[config.mk]
export PLATFORM = sky130hd
export DESIGN_NAME = utf8_name_validator_flat
export DESIGN_NICKNAME = d
export VERILOG_FILES = /design/src/design/unv_pkg.sv /design/src/design/unv_in_if.sv /design/src/design/unv_out_if.sv /design/src/design/unv_cfg_if.sv /design/src/design/unv_step.sv /design/src/design/utf8_name_validator.sv /design/src/flat_wrapper.sv
export SDC_FILE = /design/constraint.sdc
export NUM_CORES = 1
export LEC_CHECK = 0
export BUFFER_PORTS_ARGS = -buffer_cell sky130_fd_sc_hd__buf_2
export CAP_MARGIN = 20
export CORE_UTILIZATION = 50
export CTS_CLUSTER_DIAMETER = 40
export DETAILED_ROUTE_END_ITERATION = 6
export PLACE_DENSITY_LB_ADDON = 0.25
export RECOVER_POWER = 25
export SLEW_MARGIN = 15
export SYNTH_ARGS = -nofsm -noshare
export SYNTH_HDL_FRONTEND = slang
export SYNTH_SLANG_ARGS = --single-unit
export TNS_END_PERCENT = 5
[constraint.sdc]
create_clock -name clk -period 6.05 [get_ports clk]
set_clock_uncertainty 0.1 [all_clocks]
set_input_delay 0.3025 -clock clk [delete_from_list [all_inputs] [get_ports clk]]
set_output_delay 0.3025 -clock clk [all_outputs]
set_load 0.02 [all_outputs]
[src/design/unv_pkg.sv]
// ----------------------------------------------------------------------------
// unv_pkg
// Shared types and constants for the UTF-8 name validator.
// ----------------------------------------------------------------------------
package unv_pkg;

	// Verdict cause codes, in priority order
	typedef enum logic [2:0] {
		CAUSE_OK        = 3'd0,
		CAUSE_MALFORMED = 3'd1,
		CAUSE_CONTROL   = 3'd2,
		CAUSE_EMPTY     = 3'd3,
		CAUSE_TOO_LONG  = 3'd4
	} cause_t;

	// Sticky per-string error
	typedef enum logic [1:0] {
		ERR_NONE      = 2'd0,
		ERR_MALFORMED = 2'd1,
		ERR_CONTROL   = 2'd2
	} err_t;

	// Configuration register indexes
	typedef enum logic [1:0] {
		REG_ALLOW_EMPTY = 2'd0,
		REG_MAX_CHARS   = 2'd1
	} reg_idx_t;

	localparam int unsigned CP_W   = 9;
	localparam int unsigned BYTE_W = 11;

	localparam logic [CP_W-1:0]   CP_SAT   = 9'd256;
	localparam logic [BYTE_W-1:0] BYTE_SAT = 11'd2047;

	localparam logic [7:0] CONTROL_LIMIT = 8'd32;
	localparam logic [7:0] DEL_BYTE      = 8'd127;

	localparam logic        RESET_ALLOW_EMPTY = 1'b1;
	localparam logic [7:0]  RESET_MAX_CHARS   = 8'd16;

	typedef struct packed {
		logic [7:0] data_byte;
		logic       is_empty;
		logic       last;
	} item_t;

	typedef struct packed {
		logic [1:0]        pend;
		err_t              err;
		logic [CP_W-1:0]   cp;
		logic [BYTE_W-1:0] bytes;
	} str_state_t;

	typedef struct packed {
		logic            valid_res;
		cause_t          cause;
		logic [CP_W-1:0] char_count;
	} result_t;

endpackage

[src/design/unv_in_if.sv]
// ----------------------------------------------------------------------------
// unv_in_if
// Byte stream channel: one string byte per beat.
// ----------------------------------------------------------------------------
interface unv_in_if;
	logic       valid;
	logic       ready;
	logic [7:0] data_byte;
	logic       is_empty;
	logic       last;

	modport source (output valid, output data_byte, output is_empty, output last,
		input ready);
	modport sink (input valid, input data_byte, input is_empty, input last,
		output ready);
endinterface

[src/design/unv_out_if.sv]
// ----------------------------------------------------------------------------
// unv_out_if
// Verdict channel: one beat per string.
// ----------------------------------------------------------------------------
interface unv_out_if;
	logic       valid;
	logic       ready;
	logic       valid_res;
	logic [2:0] cause;
	logic [8:0] char_count;

	modport source (output valid, output valid_res, output cause, output char_count,
		input ready);
	modport sink (input valid, input valid_res, input cause, input char_count,
		output ready);
endinterface

[src/design/unv_cfg_if.sv]
// ----------------------------------------------------------------------------
// unv_cfg_if
// Configuration write channel: register index and write data per beat.
// ----------------------------------------------------------------------------
interface unv_cfg_if;
	logic       valid;
	logic       ready;
	logic [1:0] wr_index;
	logic [7:0] wr_data;

	modport source (output valid, output wr_index, output wr_data, input ready);
	modport sink (input valid, input wr_index, input wr_data, output ready);
endinterface

[src/design/unv_step.sv]
// ----------------------------------------------------------------------------
// unv_step
// Per-byte state update and end-of-string verdict (combinational).
// ----------------------------------------------------------------------------
module unv_step (
	input  unv_pkg::str_state_t cur,
	input  unv_pkg::item_t      item,
	input  logic                allow_empty,
	input  logic [7:0]          max_chars,
	output unv_pkg::str_state_t nxt,
	output unv_pkg::result_t    res
);

	unv_pkg::str_state_t st;
	unv_pkg::cause_t     cause;
	logic                is_cont;
	logic [9:0]          byte_limit;
	logic [7:0]          b;

	assign b          = item.data_byte;
	assign is_cont    = (b[7:6] == 2'b10);
	assign byte_limit = {max_chars, 2'b00};

	always_comb begin
		st = cur;
		if (!item.is_empty) begin
			if (!is_cont && (cur.cp < unv_pkg::CP_SAT)) begin
				st.cp = cur.cp + 9'd1;
			end
			if (cur.bytes != unv_pkg::BYTE_SAT) begin
				st.bytes = cur.bytes + 11'd1;
			end
			if (((b < unv_pkg::CONTROL_LIMIT) || (b == unv_pkg::DEL_BYTE))
					&& (cur.err == unv_pkg::ERR_NONE)) begin
				st.err = unv_pkg::ERR_CONTROL;
			end
			// Continuation expected: consume it or flag the sequence as broken
			if (cur.pend != 2'd0) begin
				if (is_cont) begin
					st.pend = cur.pend - 2'd1;
				end else begin
					st.err  = unv_pkg::ERR_MALFORMED;
					st.pend = 2'd0;
				end
			end else if (b[7]) begin
				unique casez (b)
					8'b110?????: st.pend = 2'd1;
					8'b1110????: st.pend = 2'd2;
					8'b11110???: st.pend = 2'd3;
					default: begin
						st.err  = unv_pkg::ERR_MALFORMED;
						st.pend = 2'd0;
					end
				endcase
			end
		end
	end

	always_comb begin
		if ((st.err == unv_pkg::ERR_MALFORMED) || (st.pend != 2'd0)) begin
			cause = unv_pkg::CAUSE_MALFORMED;
		end else if (st.err == unv_pkg::ERR_CONTROL) begin
			cause = unv_pkg::CAUSE_CONTROL;
		end else if (st.cp == '0) begin
			cause = allow_empty ? unv_pkg::CAUSE_OK : unv_pkg::CAUSE_EMPTY;
		end else if ((st.cp > {1'b0, max_chars}) || (st.bytes > {1'b0, byte_limit})) begin
			cause = unv_pkg::CAUSE_TOO_LONG;
		end else begin
			cause = unv_pkg::CAUSE_OK;
		end
	end

	assign res.valid_res  = (cause == unv_pkg::CAUSE_OK);
	assign res.cause      = cause;
	assign res.char_count = st.cp;

	// The verdict closes the string: start the next one from zero
	assign nxt = item.last ? '0 : st;

endmodule

[src/design/utf8_name_validator.sv]
// ----------------------------------------------------------------------------
// utf8_name_validator
// Streams a string byte by byte, checks UTF-8 framing, control bytes, empty
// strings and length limits, and emits one verdict beat per string.
// ----------------------------------------------------------------------------
// The verdict for a string passes through the input register, then the result
// register, and is offered on the verdict channel from the result register.
// Throughput: one byte per cycle; a closing byte holds in the input register
// only while the previous verdict still waits untaken in the result register.
// Reset (arst_n low): string state and all valid flags clear at once;
// allow_empty returns to 1 and max_chars to 16. No clearing pass is needed.
// ----------------------------------------------------------------------------
module utf8_name_validator (
	input logic       clk,
	input logic       arst_n,
	unv_in_if.sink    in_ch,
	unv_out_if.source out_ch,
	unv_cfg_if.sink   cfg
);

	// Configuration registers
	logic       allow_empty_q;
	logic [7:0] max_chars_q;

	// Input register stage
	unv_pkg::item_t item_s1;
	logic           valid_s1;

	// Running string state
	unv_pkg::str_state_t state_q;
	unv_pkg::str_state_t state_nxt;

	// Result register
	unv_pkg::result_t res_nxt;
	unv_pkg::result_t res_q;
	logic             out_valid_q;

	logic adv_s1;
	logic in_fire;

	// Configuration writes are always taken; indexes past the list are dropped
	assign cfg.ready = 1'b1;

	always_ff @(posedge clk or negedge arst_n) begin
		if (!arst_n) begin
			allow_empty_q <= unv_pkg::RESET_ALLOW_EMPTY;
			max_chars_q   <= unv_pkg::RESET_MAX_CHARS;
		end else if (cfg.valid) begin
			unique case (cfg.wr_index)
				unv_pkg::REG_ALLOW_EMPTY: allow_empty_q <= cfg.wr_data[0];
				unv_pkg::REG_MAX_CHARS:   max_chars_q   <= cfg.wr_data;
				default: ;
			endcase
		end
	end

	// Advance the staged byte unless it closes a string and the result
	// register still holds a verdict nobody has taken
	assign adv_s1  = valid_s1 && (!item_s1.last || !out_valid_q || out_ch.ready);
	assign in_ch.ready = !valid_s1 || adv_s1;
	assign in_fire = in_ch.valid && in_ch.ready;

	always_ff @(posedge clk or negedge arst_n) begin
		if (!arst_n) begin
			valid_s1 <= 1'b0;
		end else if (in_ch.ready) begin
			valid_s1 <= in_ch.valid;
		end
	end

	// Capture the incoming beat's payload
	always_ff @(posedge clk) begin
		if (in_fire) begin
			item_s1.data_byte <= in_ch.data_byte;
			item_s1.is_empty  <= in_ch.is_empty;
			item_s1.last      <= in_ch.last;
		end
	end

	unv_step u_step (
		.cur         (state_q),
		.item        (item_s1),
		.allow_empty (allow_empty_q),
		.max_chars   (max_chars_q),
		.nxt         (state_nxt),
		.res         (res_nxt)
	);

	// Commit the per-byte update as the staged beat leaves
	always_ff @(posedge clk or negedge arst_n) begin
		if (!arst_n) begin
			state_q <= '0;
		end else if (adv_s1) begin
			state_q <= state_nxt;
		end
	end

	// Result register: load on a closing beat, drop once the sink takes it
	always_ff @(posedge clk or negedge arst_n) begin
		if (!arst_n) begin
			out_valid_q <= 1'b0;
		end else if (adv_s1 && item_s1.last) begin
			out_valid_q <= 1'b1;
		end else if (out_ch.ready) begin
			out_valid_q <= 1'b0;
		end
	end

	always_ff @(posedge clk) begin
		if (adv_s1 && item_s1.last) begin
			res_q <= res_nxt;
		end
	end

	assign out_ch.valid      = out_valid_q;
	assign out_ch.valid_res  = res_q.valid_res;
	assign out_ch.cause      = 3'(res_q.cause);
	assign out_ch.char_count = res_q.char_count;

endmodule

[src/flat_wrapper.sv]
// flat-port wrapper written by rule: the top's interface ports become plain ports
module utf8_name_validator_flat 
  (clk, arst_n, in_ch_valid, in_ch_data_byte, in_ch_is_empty, in_ch_last, in_ch_ready, out_ch_valid, out_ch_valid_res, out_ch_cause, out_ch_char_count, out_ch_ready, cfg_valid, cfg_wr_index, cfg_wr_data, cfg_ready);
  unv_in_if in_ch_i ();
  unv_out_if out_ch_i ();
  unv_cfg_if cfg_i ();
  input logic clk;
  input logic arst_n;
  input wire logic [$bits(in_ch_i.valid)-1:0] in_ch_valid;
  input wire logic [$bits(in_ch_i.data_byte)-1:0] in_ch_data_byte;
  input wire logic [$bits(in_ch_i.is_empty)-1:0] in_ch_is_empty;
  input wire logic [$bits(in_ch_i.last)-1:0] in_ch_last;
  output wire logic [$bits(in_ch_i.ready)-1:0] in_ch_ready;
  output wire logic [$bits(out_ch_i.valid)-1:0] out_ch_valid;
  output wire logic [$bits(out_ch_i.valid_res)-1:0] out_ch_valid_res;
  output wire logic [$bits(out_ch_i.cause)-1:0] out_ch_cause;
  output wire logic [$bits(out_ch_i.char_count)-1:0] out_ch_char_count;
  input wire logic [$bits(out_ch_i.ready)-1:0] out_ch_ready;
  input wire logic [$bits(cfg_i.valid)-1:0] cfg_valid;
  input wire logic [$bits(cfg_i.wr_index)-1:0] cfg_wr_index;
  input wire logic [$bits(cfg_i.wr_data)-1:0] cfg_wr_data;
  output wire logic [$bits(cfg_i.ready)-1:0] cfg_ready;
  assign in_ch_i.valid = in_ch_valid;
  assign in_ch_i.data_byte = in_ch_data_byte;
  assign in_ch_i.is_empty = in_ch_is_empty;
  assign in_ch_i.last = in_ch_last;
  assign in_ch_ready = in_ch_i.ready;
  assign out_ch_valid = out_ch_i.valid;
  assign out_ch_valid_res = out_ch_i.valid_res;
  assign out_ch_cause = out_ch_i.cause;
  assign out_ch_char_count = out_ch_i.char_count;
  assign out_ch_i.ready = out_ch_ready;
  assign cfg_i.valid = cfg_valid;
  assign cfg_i.wr_index = cfg_wr_index;
  assign cfg_i.wr_data = cfg_wr_data;
  assign cfg_ready = cfg_i.ready;
  utf8_name_validator u_core (.clk(clk), .arst_n(arst_n), .in_ch(in_ch_i), .out_ch(out_ch_i), .cfg(cfg_i));
endmodule
## Yosys cells after proc, flatten, opt, wreduce, memory -nomap -nowiden

Cells that the tools add are included.

- Div/mod/pow operators: 0
- Multiplexer cells: 18
- Reduce and logical (&&, ||, !) cells: 25
- Add/sub/neg operators: 3
- Magnitude comparators: 4
- Equality and inequality tests: 9
- Shifts and indexed selects: 0
- Multiply operators: 0
- Bitwise logic cells: 0

Operators by type and width:

| kind | count |
|---|---|
| 24-bit two-way mux | 2 |
| 3-bit two-way mux | 4 |
| 11-bit by 1-bit adder with 11-bit output (second input constant) | 1 |
| 11-bit by 10-bit > comparator with 1-bit output | 1 |
| 11-bit two-way mux | 1 |
| 11-bit != test (second input constant) | 1 |
| 2-bit two-way mux | 5 |
| 9-bit by 1-bit adder with 9-bit output (second input constant) | 1 |
| 9-bit by 8-bit > comparator with 1-bit output | 1 |
| 9-bit logical NOT | 1 |
| 9-bit less-than comparator (second input constant) | 1 |
| 9-bit two-way mux | 1 |
| 8-bit by 7-bit == test with 1-bit output (second input constant) | 1 |
| 8-bit by 6-bit less-than comparator with 1-bit output (second input constant) | 1 |
| 4-bit two-way mux | 2 |
| 1-bit logical OR | 6 |
| 2-bit case mux with 3 select lines | 1 |
| 2-bit nonzero test | 3 |
| 5-bit == test (second input constant) | 1 |
| 1-bit logical AND | 5 |
| 2-bit by 1-bit == test with 1-bit output (second input constant) | 2 |
| 2-bit == test (second input constant) | 2 |
| 4-bit == test (second input constant) | 1 |
| 1-bit logical NOT | 4 |
| 7 further kinds | 10 |

- Word-level logic and storage cells: 73
- Output and inout port bits: 16
- Input bits: 25
- Bits in registers: 58
- Bits in writable memories: 0
- Bits in read-only memories: 0
- Bits in latches: 0
- Memories kept: 0

## Longest topological paths before layout

Gate-level depths: netlist (run 1).

- Word-level depth: 15
- Mapped depth: 14
- Gate-level depth less buffers: 13

## Cells and area by module

From an unflattened synthesis (run 1), not the netlist that was laid out.

- Cells, all modules: 393
- Area total of the unflattened synthesis: 3978.8 µm²

By module, submodules not included:

| module | instances | area an instance (µm²) | seq. area each (µm²) | cells each |
|---|---|---|---|---|
| utf8_name_validator | 1 | 2595.0 | 1569.0 | 192 |
| unv_step | 1 | 1383.8 | 0.0 | 201 |

## Worst setup path before layout (run 1)

OpenSTA, ideal clock, no wires.

- Path type: register -> register
- Start: register u_core.state_q[6] in the netlist's numbering
- End: register u_core.res_q, in the netlist u_core.out_ch.valid_res, data pin
- Stages on the path, launching flop included: 13
- Period minus slack after synthesis: 2.807 ns
- Library setup time: 0.141 ns
- Setup slack: 3.243 ns
- Arrival time: 2.567 ns
- Data required time: 5.809 ns
- Buffers on the path: 0
- Cell sequence: dfrtp_1 > nand3_2 > or2_1 > o31ai_1 > nor2_1 > xor2_1 > ha_1 > o21ai_0 > o22ai_1 > nor3_1 > o21ai_0 > a211o_1 > a21oi_2

RTL lines:

| element | RTL line | text |
|---|---|---|
| start, declared | utf8_name_validator.sv:30 | `unv_pkg::str_state_t state_q;` |
| start signal, assigned | utf8_name_validator.sv:94 | `state_q <= state_nxt;` |
| end signal, assigned | utf8_name_validator.sv:111 | `res_q <= res_nxt;` |
| end, declared | utf8_name_validator.sv:35 | `unv_pkg::result_t res_q;` |

==> out/summary.txt, run 1 <==
worst hold-check path type - primary input to register
XOR/XNOR Fraction of Synth Area - 4.40%
cts hold-fix bufs - 1
max-slew violations - 36
Gate power share - 18.2%
CTS root buf - clkbuf_8
Max-slew headroom - -32.3%
Compound-Gate Fraction of Synth Area - 16.1%
failing checks - DRC, capacitance limit, slew limit
crit path DAT - 3670 ps
sequential element share of the synthesized area - 46.3%
Post-synth EDFFs - 23
WP data required - 6160 ps
mux share of post-synthesis cell area - 4.21%
Simple-Gate Fraction of Synth Area - 18.2%
Internal - 760 uW
Period minus WS final - 3560 ps
Initial Util - 52.4%
n_diodes - 0
share of layout cells above drive strength 1 - 18.1%
Skew-Pair Late Insertion Delay - 350 ps
maximum vdd ir drop - 121 uV
Setup Crit Path Kind - register to register
PostCTS Resize Cnt - 0
via count - 2,681
Congestion Overflow GR - 0
# clock sinks - 58
reg2reg path depth - 12
IO Pins - 41
Via density - 6.07
Routed WL per cell - 16.6 um
register share of total power - 45.7%
Site Rows - 29
critical path capture point type - register
number of I/O port buffers - 39
H-tree Lvls - 3
Floorplan Core Area - 6460 um2
setup bufs post-CTS - 0
most frequent cells in the layout - dfrtp_1 (33), buf_2 (28), nand2_1 (24)
main combinational cell family by area after synthesis - simple AND/OR/NAND/NOR gates
critical-path cell list - nor2_1 -> nand2_1 -> nor2_1 -> and3_1 -> xor2_1 -> ha_1 -> a21o_1 -> a21oi_1 -> and3_1 -> o21ai_0 -> a211o_1 -> a21oi_2
synthesized net count - 367
worst slew pin tran - 1980 ps
antenna violation net count after detailed routing - 0
R2R Setup Slk - 2490 ps
Clk pwr share - 36.1%
top_reg_cell synth - dfrtp_1
Post-Synth Adder-Cell Area - 7.02%
gr usage total - 23.0%
RD Place Congestion - 0.910
DRT iter0 DRCs - 146
die area - 7100 um2
TritonRoute pass-1 iters - 7
vias in the first global route - 2,632
Worst Setup Start Kind - register
Final Hold Fails - 0
status - finished with violations
instance area at placement - 3610 um2
setup TNS - 0 ps
final WL - 7340 um
switching power - 313 uW
drt drc - 6
Clock Tree Buf Depth - 2
setup violators final - 0
hold wc startpoint - in_ch_data_byte[1]
Post-DP HPWL - 5310 um
Die Width - 84.3 um
Num CTS Buffers - 9
Avg Cell Area, Syn - 10.5 um2
Final #Nets - 404
worst-path fanout max - 11
Crit-path slowest cell - edfxtp_1
Die Y - 84.3 um
global-route wire length before repair - 12,400 um
largest net degree at the start of global routing - 36
Post-synth ARST share - 60.3%
RSZ-0062 raised after global routing - false
initial antenna violation count - 0
register bit total from synthesis - 58
Yosys cell types - 61
pwr/cell area - 281 nW/um2
crit-path max cell delay - 580 ps
CTS tree - built
Max Cap Viol - 1
YS warnings - 0
LEAKAGE - 1.70 nW
Area Growth Syn to Fin - 12.7%
Fmax achieved - 281 MHz
Final Cycle Share - 58.8%
commonest non-fill, non-tap cell in the layout - dfrtp_1
WHS Path Cells - 1
cell area after layout - 3820 um2
Clock transition at path regs - 70 ps
Min-Delay Endpoint - u_core.item_s1[3]
FF-to-FF End - u_core.out_ch.valid_res
r2r startpoint - u_core.item_s1[1]
cell area after synthesis - 3390 um2
Cells after Synth - 323
switching part of the total - 29.2%
[registers in the layout, indices dropped and copies added (netlist names)]
name / cells
u_core.state_q: 24
u_core.item_s1: 10
u_core.out_ch.char_count: 9
u_core.max_chars_q: 8
u_core.out_ch.cause: 3
u_core.allow_empty_q: 1
u_core.out_ch.valid: 1
u_core.out_ch.valid_res: 1
u_core.valid_s1: 1
[worst max-delay path by stage]
stage / start / end / slack [ps] / cells after the start
final: u_core.item_s1[1] / u_core.out_ch.valid_res / 2490 / 12
after global routing: u_core.item_s1[1] / u_core.out_ch.valid_res / 2240 / 12
after CTS: u_core.item_s1[1] / u_core.out_ch.valid_res / 2550 / 12
after detailed placement: u_core.item_s1[1] / u_core.out_ch.valid_res / 2690 / 12
after global placement: u_core.item_s1[1] / u_core.out_ch.valid_res / 2840 / 12
after floorplan: u_core.state_q[6] / u_core.out_ch.valid_res / 3240 / 12
[through the flow]
step	setup slack [ps]	power, mW	std cells	hold WS (ps)	utilization [%]
after detailed placement	2690	0.692	425	346	55.9
after CTS	2550	1.08	442	10.6	59.3
after global routing	2240	1.13	442	13.3	59.1
after global placement	2840	0.685	425	344	55.9
final	2490	1.07	442	25.0	59.1
after floorplan	3240	0.632	323	-93.1	-
[synth_stat cells (8+ instances only)]
| library cell | number | area share (%) |
|---|---|---|
| nand3_1 | 8 | 1.2 |
| inv_1 | 14 | 1.6 |
| nor2_1 | 19 | 2.1 |
| ha_1 | 19 | 7.0 |
| a21oi_1 | 12 | 1.8 |
| o21ai_0 | 17 | 2.5 |
| nand4_1 | 9 | 1.7 |
| a22o_1 | 10 | 2.6 |
| edfxtp_1 | 23 | 20 |
| dfrtp_1 | 33 | 24 |
| clkbuf_1 | 8 | 0.89 |
| nand2_1 | 24 | 2.7 |
| xnor2_1 | 9 | 2.3 |
| mux2_2 | 10 | 3.3 |
| nor3_1 | 8 | 1.2 |
| xor2_1 | 8 | 2.1 |
[layer usage]
metal	global-route usage [%]	vias to the layer above	routed length [um]
met3	6.88	24	458
met4	10.7	0	231
li1	-	1275	-
met1	27.5	1276	3140
met2	38.2	106	3510
met5	0	-	0
[layout make-up]
type / count / area, um2
clock buffer: 9 / 124
clock inverter: 7 / 83.8
fill: 573 / 2640
inverter: 15 / 56.3
multi-input combinational: 236 / 1700
sequential: 58 / 1570
tap: 77 / 96.3
timing repair buffer: 40 / 191
[power groups by stage]
stage | Sequential, mW | Clock (mW) | Combinational, mW
3_5_place_dp | 0.498 | 0 | 0.194
2_1_floorplan | 0.490 | 0 | 0.142
6_report | 0.490 | 0.387 | 0.195
4_1_cts | 0.490 | 0.396 | 0.197
3_3_place_gp | 0.496 | 0 | 0.189
5_1_grt | 0.496 | 0.412 | 0.222
[worst max-delay path, delay by kind of cell, from the launching register on]
kind / cells / cell delay, ps
and+or+nand+nor: 5 / 1280
AOI/OAI and AO/OA: 5 / 940
DFF: 1 / 580
adders and majority gates: 1 / 280
xor gates and xnor gates: 1 / 230
[cells by family after synthesis]
| kind of cell | count (synthesis) |
|---|---|
| mux | 13 |
| flops | 58 |
| xor+xnor | 17 |
| fa+ha+maj | 19 |
| buf+inv | 29 |
| simple gates | 110 |
| other cells | 1 |
| compound gates | 76 |
Power figures use the tool's default switching activity.
==> inputs of run 2 (changes only) <==
ABC_AREA = 1   (was default)
clock period = 3.3 ns   (was 6.05 ns; I/O delays follow)
==> run 2 against run 1 <==
- the flow finishes with violations (capacitance limit, slew limit)
- maximum frequency increased by 17%
- utilization increased by 3.8 points
- flip-flop and latch count unchanged
- power increased by 81%
- non-clock buffer count increased by 23
- first-iteration DRC count decreased by 29%
- highest routed layer unchanged
==> out/summary.txt, run 2 <==
status - finished with violations
failing checks - capacitance limit, slew limit
Via density - 5.13
IO Pins - 41
RD Place Congestion - 0.878
most frequent cells in the layout - nand2_1 (89), inv_1 (57), dfrtp_1 (33)
cell area after synthesis - 3290 um2
TritonRoute pass-1 iters - 4
DRT iter0 DRCs - 104
crit-path max cell delay - 410 ps
register share of total power - 43.9%
CTS root buf - clkbuf_8
Area Growth Syn to Fin - 21.2%
drt drc - 0
YS warnings - 0
met3 routed WL - 223 um
register bit total from synthesis - 58
Cells after Synth - 388
gr usage total - 22.9%
metal2 WL - 3460 um
Floorplan Core Area - 6350 um2
number of I/O port buffers - 39
Clock transition at path regs - 70 ps
worst slew pin tran - 1950 ps
Die Width - 83.2 um
n_diodes - 0
maximum vdd ir drop - 270 uV
Critical Path End - u_core.out_ch.valid_res
Top delay family on crit path - simple AND/OR/NAND/NOR gates
Post-synth EDFFs - 23
Period minus WS final - 3040 ps
final WL - 7130 um
commonest non-fill, non-tap cell in the layout - nand2_1
Synth area leader - dfrtp_1
Final Hold Fails - 0
CTS tree - built
reg2reg path depth - 21
initial antenna violation count - 0
switching part of the total - 28.4%
Die Y - 83.2 um
setup TNS - 0 ps
Num CTS Buffers - 9
Congestion Overflow GR - 0
fillers - 540
Post-DP HPWL - 5050 um
WP depth - 21
Finished Layout Cells - 538
setup violators final - 0
H-tree Lvls - 3
top cell type's share of synthesized area - 25.1%
critical path capture point type - register
WP data required - 3310 ps
top_reg_cell synth - dfrtp_1
die area - 6910 um2
Final #Nets - 500
switching power - 549 uW
synthesized net count - 432
global-route wire length before repair - 12,200 um
critical-path cell list - ha_1 -> nand3_1 -> nor2_2 -> nand3_2 -> nand2_2 -> nor2_1 -> nand3_1 -> xor2_1 -> inv_1 -> ha_1 -> nand2_1 -> nor2_1 -> nand2_1 -> nand3_1 -> nand2_1 -> nand2_1 -> nand2_1 -> nand2_1 -> a21oi_1 -> nor2_2 -> nor2_2
LEAKAGE - 1.98 nW
R2R Setup Slk - 260 ps
main area contributors after synthesis - dfrtp_1 (25%), edfxtp_1 (21%), nand2_1 (10%)
Max Cap Viol - 1
Initial Util - 51.9%
worst hold-check path type - primary input to register
share of layout cells above drive strength 1 - 16.1%
Max-slew headroom - -30.1%
most frequent CP cell - nand2_1
max-slew violations - 36
placed insts - 499
Clock Tree Buf Depth - 2
# clock sinks - 58
worst-path fanout max - 5
FF-to-FF End - u_core.out_ch.valid_res
antenna violation net count after detailed routing - 0
Site Rows - 29
Fmax achieved - 329 MHz
Setup Crit Path Kind - register to register
vias in the first global route - 2,679
Final Cycle Share - 92.2%
launch point of the worst path - u_core.state_q[0]
r2r startpoint - u_core.state_q[0]
via count - 2,759
RSZ-0062 raised after global routing - false
Yosys cell types - 38
Fin Hold WS - 360 ps
Skew-Pair Late Insertion Delay - 350 ps
Crit-path slowest cell - dfrtp_1
count leader, synth - nand2_1
WL met1 - 3210 um
crit path DAT - 3050 ps
pwr/cell area - 485 nW/um2
Buf/Inv on CP - 1
Worst Setup Start Kind - register
top sig layer - met4
Post-synth ARST share - 60.3%
Gate power share - 18.2%
largest net degree at the start of global routing - 36
Biggest register - u_core.state_q
Avg Cell Area, Syn - 8.49 um2
Synth top cells by count - nand2_1 (89), inv_1 (57), dfrtp_1 (33)
Routed WL per cell - 13.3 um
sequential element share of the synthesized area - 47.6%
Clk pwr share - 38.0%
max reg flops - 24
Internal - 1.39 mW
## run 2: through the flow
step | cell area, um2 | setup WS [ps] | util, % | power [mW]
2_1_floorplan | 3290 | 640 | - | 1.09
3_3_place_gp | 3560 | 503 | 56.1 | 1.18
3_5_place_dp | 3560 | 329 | 56.1 | 1.19
4_1_cts | 4010 | 312 | 63.1 | 1.95
5_1_grt | 3990 | 3.80 | 62.8 | 2.03
6_report | 3990 | 258 | 62.8 | 1.94
## run 2: kinds of logic (layout without fill, tap and decap cells)
kind of cell | count (synthesis) | after routing | synth area share (%)
fa+ha+maj | 19 | 19 | 7.22
other cells | 1 | 1 | 0.114
flops | 58 | 58 | 47.6
compound gates | 55 | 55 | 9.31
xor+xnor | 8 | 8 | 2.36
simple gates | 177 | 177 | 25.0
buf+inv | 70 | 143 | 8.40
## run 2: repair_timing
action,CTS,global route
resized for setup,0,0
endpoints found under the hold margin,54,0
hold buffers,23,0
setup endpoints to repair,0,0
setup buffers,0,0
## run 2: area by class of cell
class                   instances  area (um2)  area share, %
multi-input cells             260        1450           36.3
well taps                      77        96.3           2.41
clock inverters                 6        80.1           2.01
repair buffers                 63         414           10.4
clock buffers                  10         138           3.45
inverters                      64         245           6.15
flip-flops and latches         58        1570           39.3
## run 2: worst register-to-register path, delay by kind of cell (launching register included)
kind	cells	cell delay (ps)
fa+ha+maj	2	480
buf+inv	1	60
simple gates	16	1460
xor+xnor	1	180
compound gates	1	90
flops	1	410
## run 2: power groups by stage
stage	registers [mW]	clock network, mW	logic, mW
floorplan	0.872	0	0.221
global placement	0.860	0	0.321
detailed placement	0.863	0	0.331
CTS	0.849	0.749	0.356
global route	0.856	0.773	0.399
finish	0.849	0.736	0.351
## run 2: per-layer routing
metal,global-route usage [%],up-vias
li1,-,1395
met1,27.7,1272
met2,38.5,70
met3,3.88,22
met4,13.2,0
met5,0,-
## run 2: worst min path at each step
| stage | cells past startpoint | from | end |
|---|---|---|---|
| 2_1_floorplan | 0 | arst_n | u_core.max_chars_q[0] |
| 4_1_cts | 3 | cfg_wr_index[1] | u_core.max_chars_q[4] |
| 3_5_place_dp | 1 | arst_n | u_core.max_chars_q[3] |
| 3_3_place_gp | 1 | arst_n | u_core.max_chars_q[3] |
| 5_1_grt | 2 | in_ch_data_byte[4] | u_core.item_s1[6] |
| 6_report | 3 | cfg_wr_index[1] | u_core.max_chars_q[4] |
==> inputs of run 3 (changes only) <==
CELL_PAD_IN_SITES_DETAIL_PLACEMENT = 2   (was default)
CELL_PAD_IN_SITES_GLOBAL_PLACEMENT = 2   (was default)
CORE_UTILIZATION = 35   (was 50)
==> run 3 against run 2 <==
- the flow still finishes with violations (capacitance limit, slew limit)
- maximum frequency up 1.2%
- via count increased by 4.8%
- combinational power rose by 10%
- global-route usage up 0.48 points
==> out/summary.txt, run 3 (synthesized netlist as in run 2, its figures left out) <==
status - finished with violations
critical path capture point type - register
switching part of the total - 34.0%
Skew-Pair Late Insertion Delay - 360 ps
Final #Nets - 501
number of I/O port buffers - 39
Register Area - 1570 um2
antenna violation net count after detailed routing - 0
Clock transition at path regs - 80 ps
Die Y - 99 um
max-slew violations - 36
pwr/cell area - 461 nW/um2
IO Pins - 41
reg2reg path depth - 21
Period minus WS final - 3000 ps
initial antenna violation count - 0
Worst Setup Start Kind - register
DRT iter0 DRCs - 81
register share of total power - 46.4%
n_diodes - 0
post-placement worst setup slack - 260 ps
WP data required - 3320 ps
fillers - 1,054
Internal - 1.22 mW
Via density - 5.05
worst hold-check path type - primary input to register
Die Width - 99 um
via count - 2,892
vias in the first global route - 3,236
Site Rows - 35
drt drc - 0
Fmax achieved - 333 MHz
switching power - 625 uW
Power Total - 1.84 mW
maximum vdd ir drop - 176 uV
failing checks - capacitance limit, slew limit
CTS root buf - clkbuf_8
# clock sinks - 58
Gate power share - 21.0%
share of layout cells above drive strength 1 - 16.5%
Clock Tree Buf Depth - 2
Finished Layout Cells - 573
setup violators final - 0
Max-slew headroom - -44.1%
TritonRoute pass-1 iters - 4
cell area after layout - 4000 um2
WHS Path Cells - 3
most frequent cells in the layout - nand2_1 (89), inv_1 (57), dfrtp_1 (32)
global-route wire length before repair - 17,000 um
setup ws final - 296 ps
crit path DAT - 3020 ps
max reg flops - 24
Floorplan Core Area - 9200 um2
worst slew pin tran - 2160 ps
Clk pwr share - 32.6%
multi-input logic area - 1460 um2
Num CTS Buffers - 9
Initial Util - 35.8%
Routed WL per cell - 18.5 um
Post-DP HPWL - 7420 um
gr usage total - 23.4%
Biggest register - u_core.state_q
placed insts - 533
die area - 9800 um2
Max Cap Viol - 1
Fin Hold WS - 38.2 ps
instance area at placement - 3600 um2
final WL - 10,600 um
Area Growth Syn to Fin - 21.4%
CTS tree - built
commonest non-fill, non-tap cell in the layout - nand2_1
Final Hold Fails - 0
Final Cycle Share - 91.0%
LEAKAGE - 1.95 nW
H-tree Lvls - 3
worst-path fanout max - 4
setup TNS - 0 ps
largest net degree at the start of global routing - 36
Post-Route Utilization - 43.5%
Congestion Overflow GR - 0
Setup Crit Path Kind - register to register
RD Place Congestion - 0.761
## run 3: final cells by class
class / instances / area share, %
Inverter: 64 / 6.14
Sequential cell: 58 / 39.3
Clock inverter: 6 / 0.877
Tap cell: 111 / 3.48
Multi-Input combinational cell: 260 / 36.5
Timing Repair Buffer: 64 / 10.5
Clock buffer: 10 / 3.19
## run 3: worst paths after layout
path	slack, ps	from	endpoint
max in group asynchronous	820	arst_n	u_core.state_q[0]
max reg2reg	300	u_core.state_q[1]	u_core.out_ch.valid_res
min	40	cfg_wr_data[2]	u_core.max_chars_q[2]
min reg2reg	430	u_core.state_q[9]	u_core.state_q[9]
min in group asynchronous	860	arst_n	u_core.max_chars_q[3]
max	300	u_core.state_q[1]	u_core.out_ch.valid_res
## run 3: worst max-delay path: stages (launching register included)
cell	delay, ps
dfrtp_1	400
ha_1	200
nand3_1	120
nor2_2	160
nand3_2	140
nand2_4	130
nor2_4	40
nand3_1	70
xor2_1	190
inv_1	70
ha_1	300
nand2_1	70
nor2_1	130
nand2_1	70
nand3_1	80
nand2_1	50
nand2_1	50
nand2_1	40
nand2_1	60
a21oi_1	80
nor2_2	160
nor2_2	40
## run 3: power groups by stage
stage / registers [mW] / logic (mW) / clock network [mW]
after floorplan: 0.872 / 0.221 / 0
after global placement: 0.862 / 0.342 / 0
after detailed placement: 0.867 / 0.362 / 0
after CTS: 0.852 / 0.389 / 0.600
after global routing: 0.861 / 0.430 / 0.641
final: 0.855 / 0.387 / 0.599
## run 3: per-layer routing
metal / vias to the layer above / track usage (%) / share of wire (%)
li1: 1405 / - / -
met1: 1425 / 28.4 / 44
met2: 43 / 40.8 / 51
met3: 19 / 5.04 / 3.0
met4: 0 / 7.92 / 2.0
met5: - / 0 / 0
## run 3: repair_timing
item	in CTS	in global routing
buffers inserted	0	2
hold buffers	22	0
setup endpoints to repair	0	2
hold endpoints to repair	53	0
resized for setup	0	4
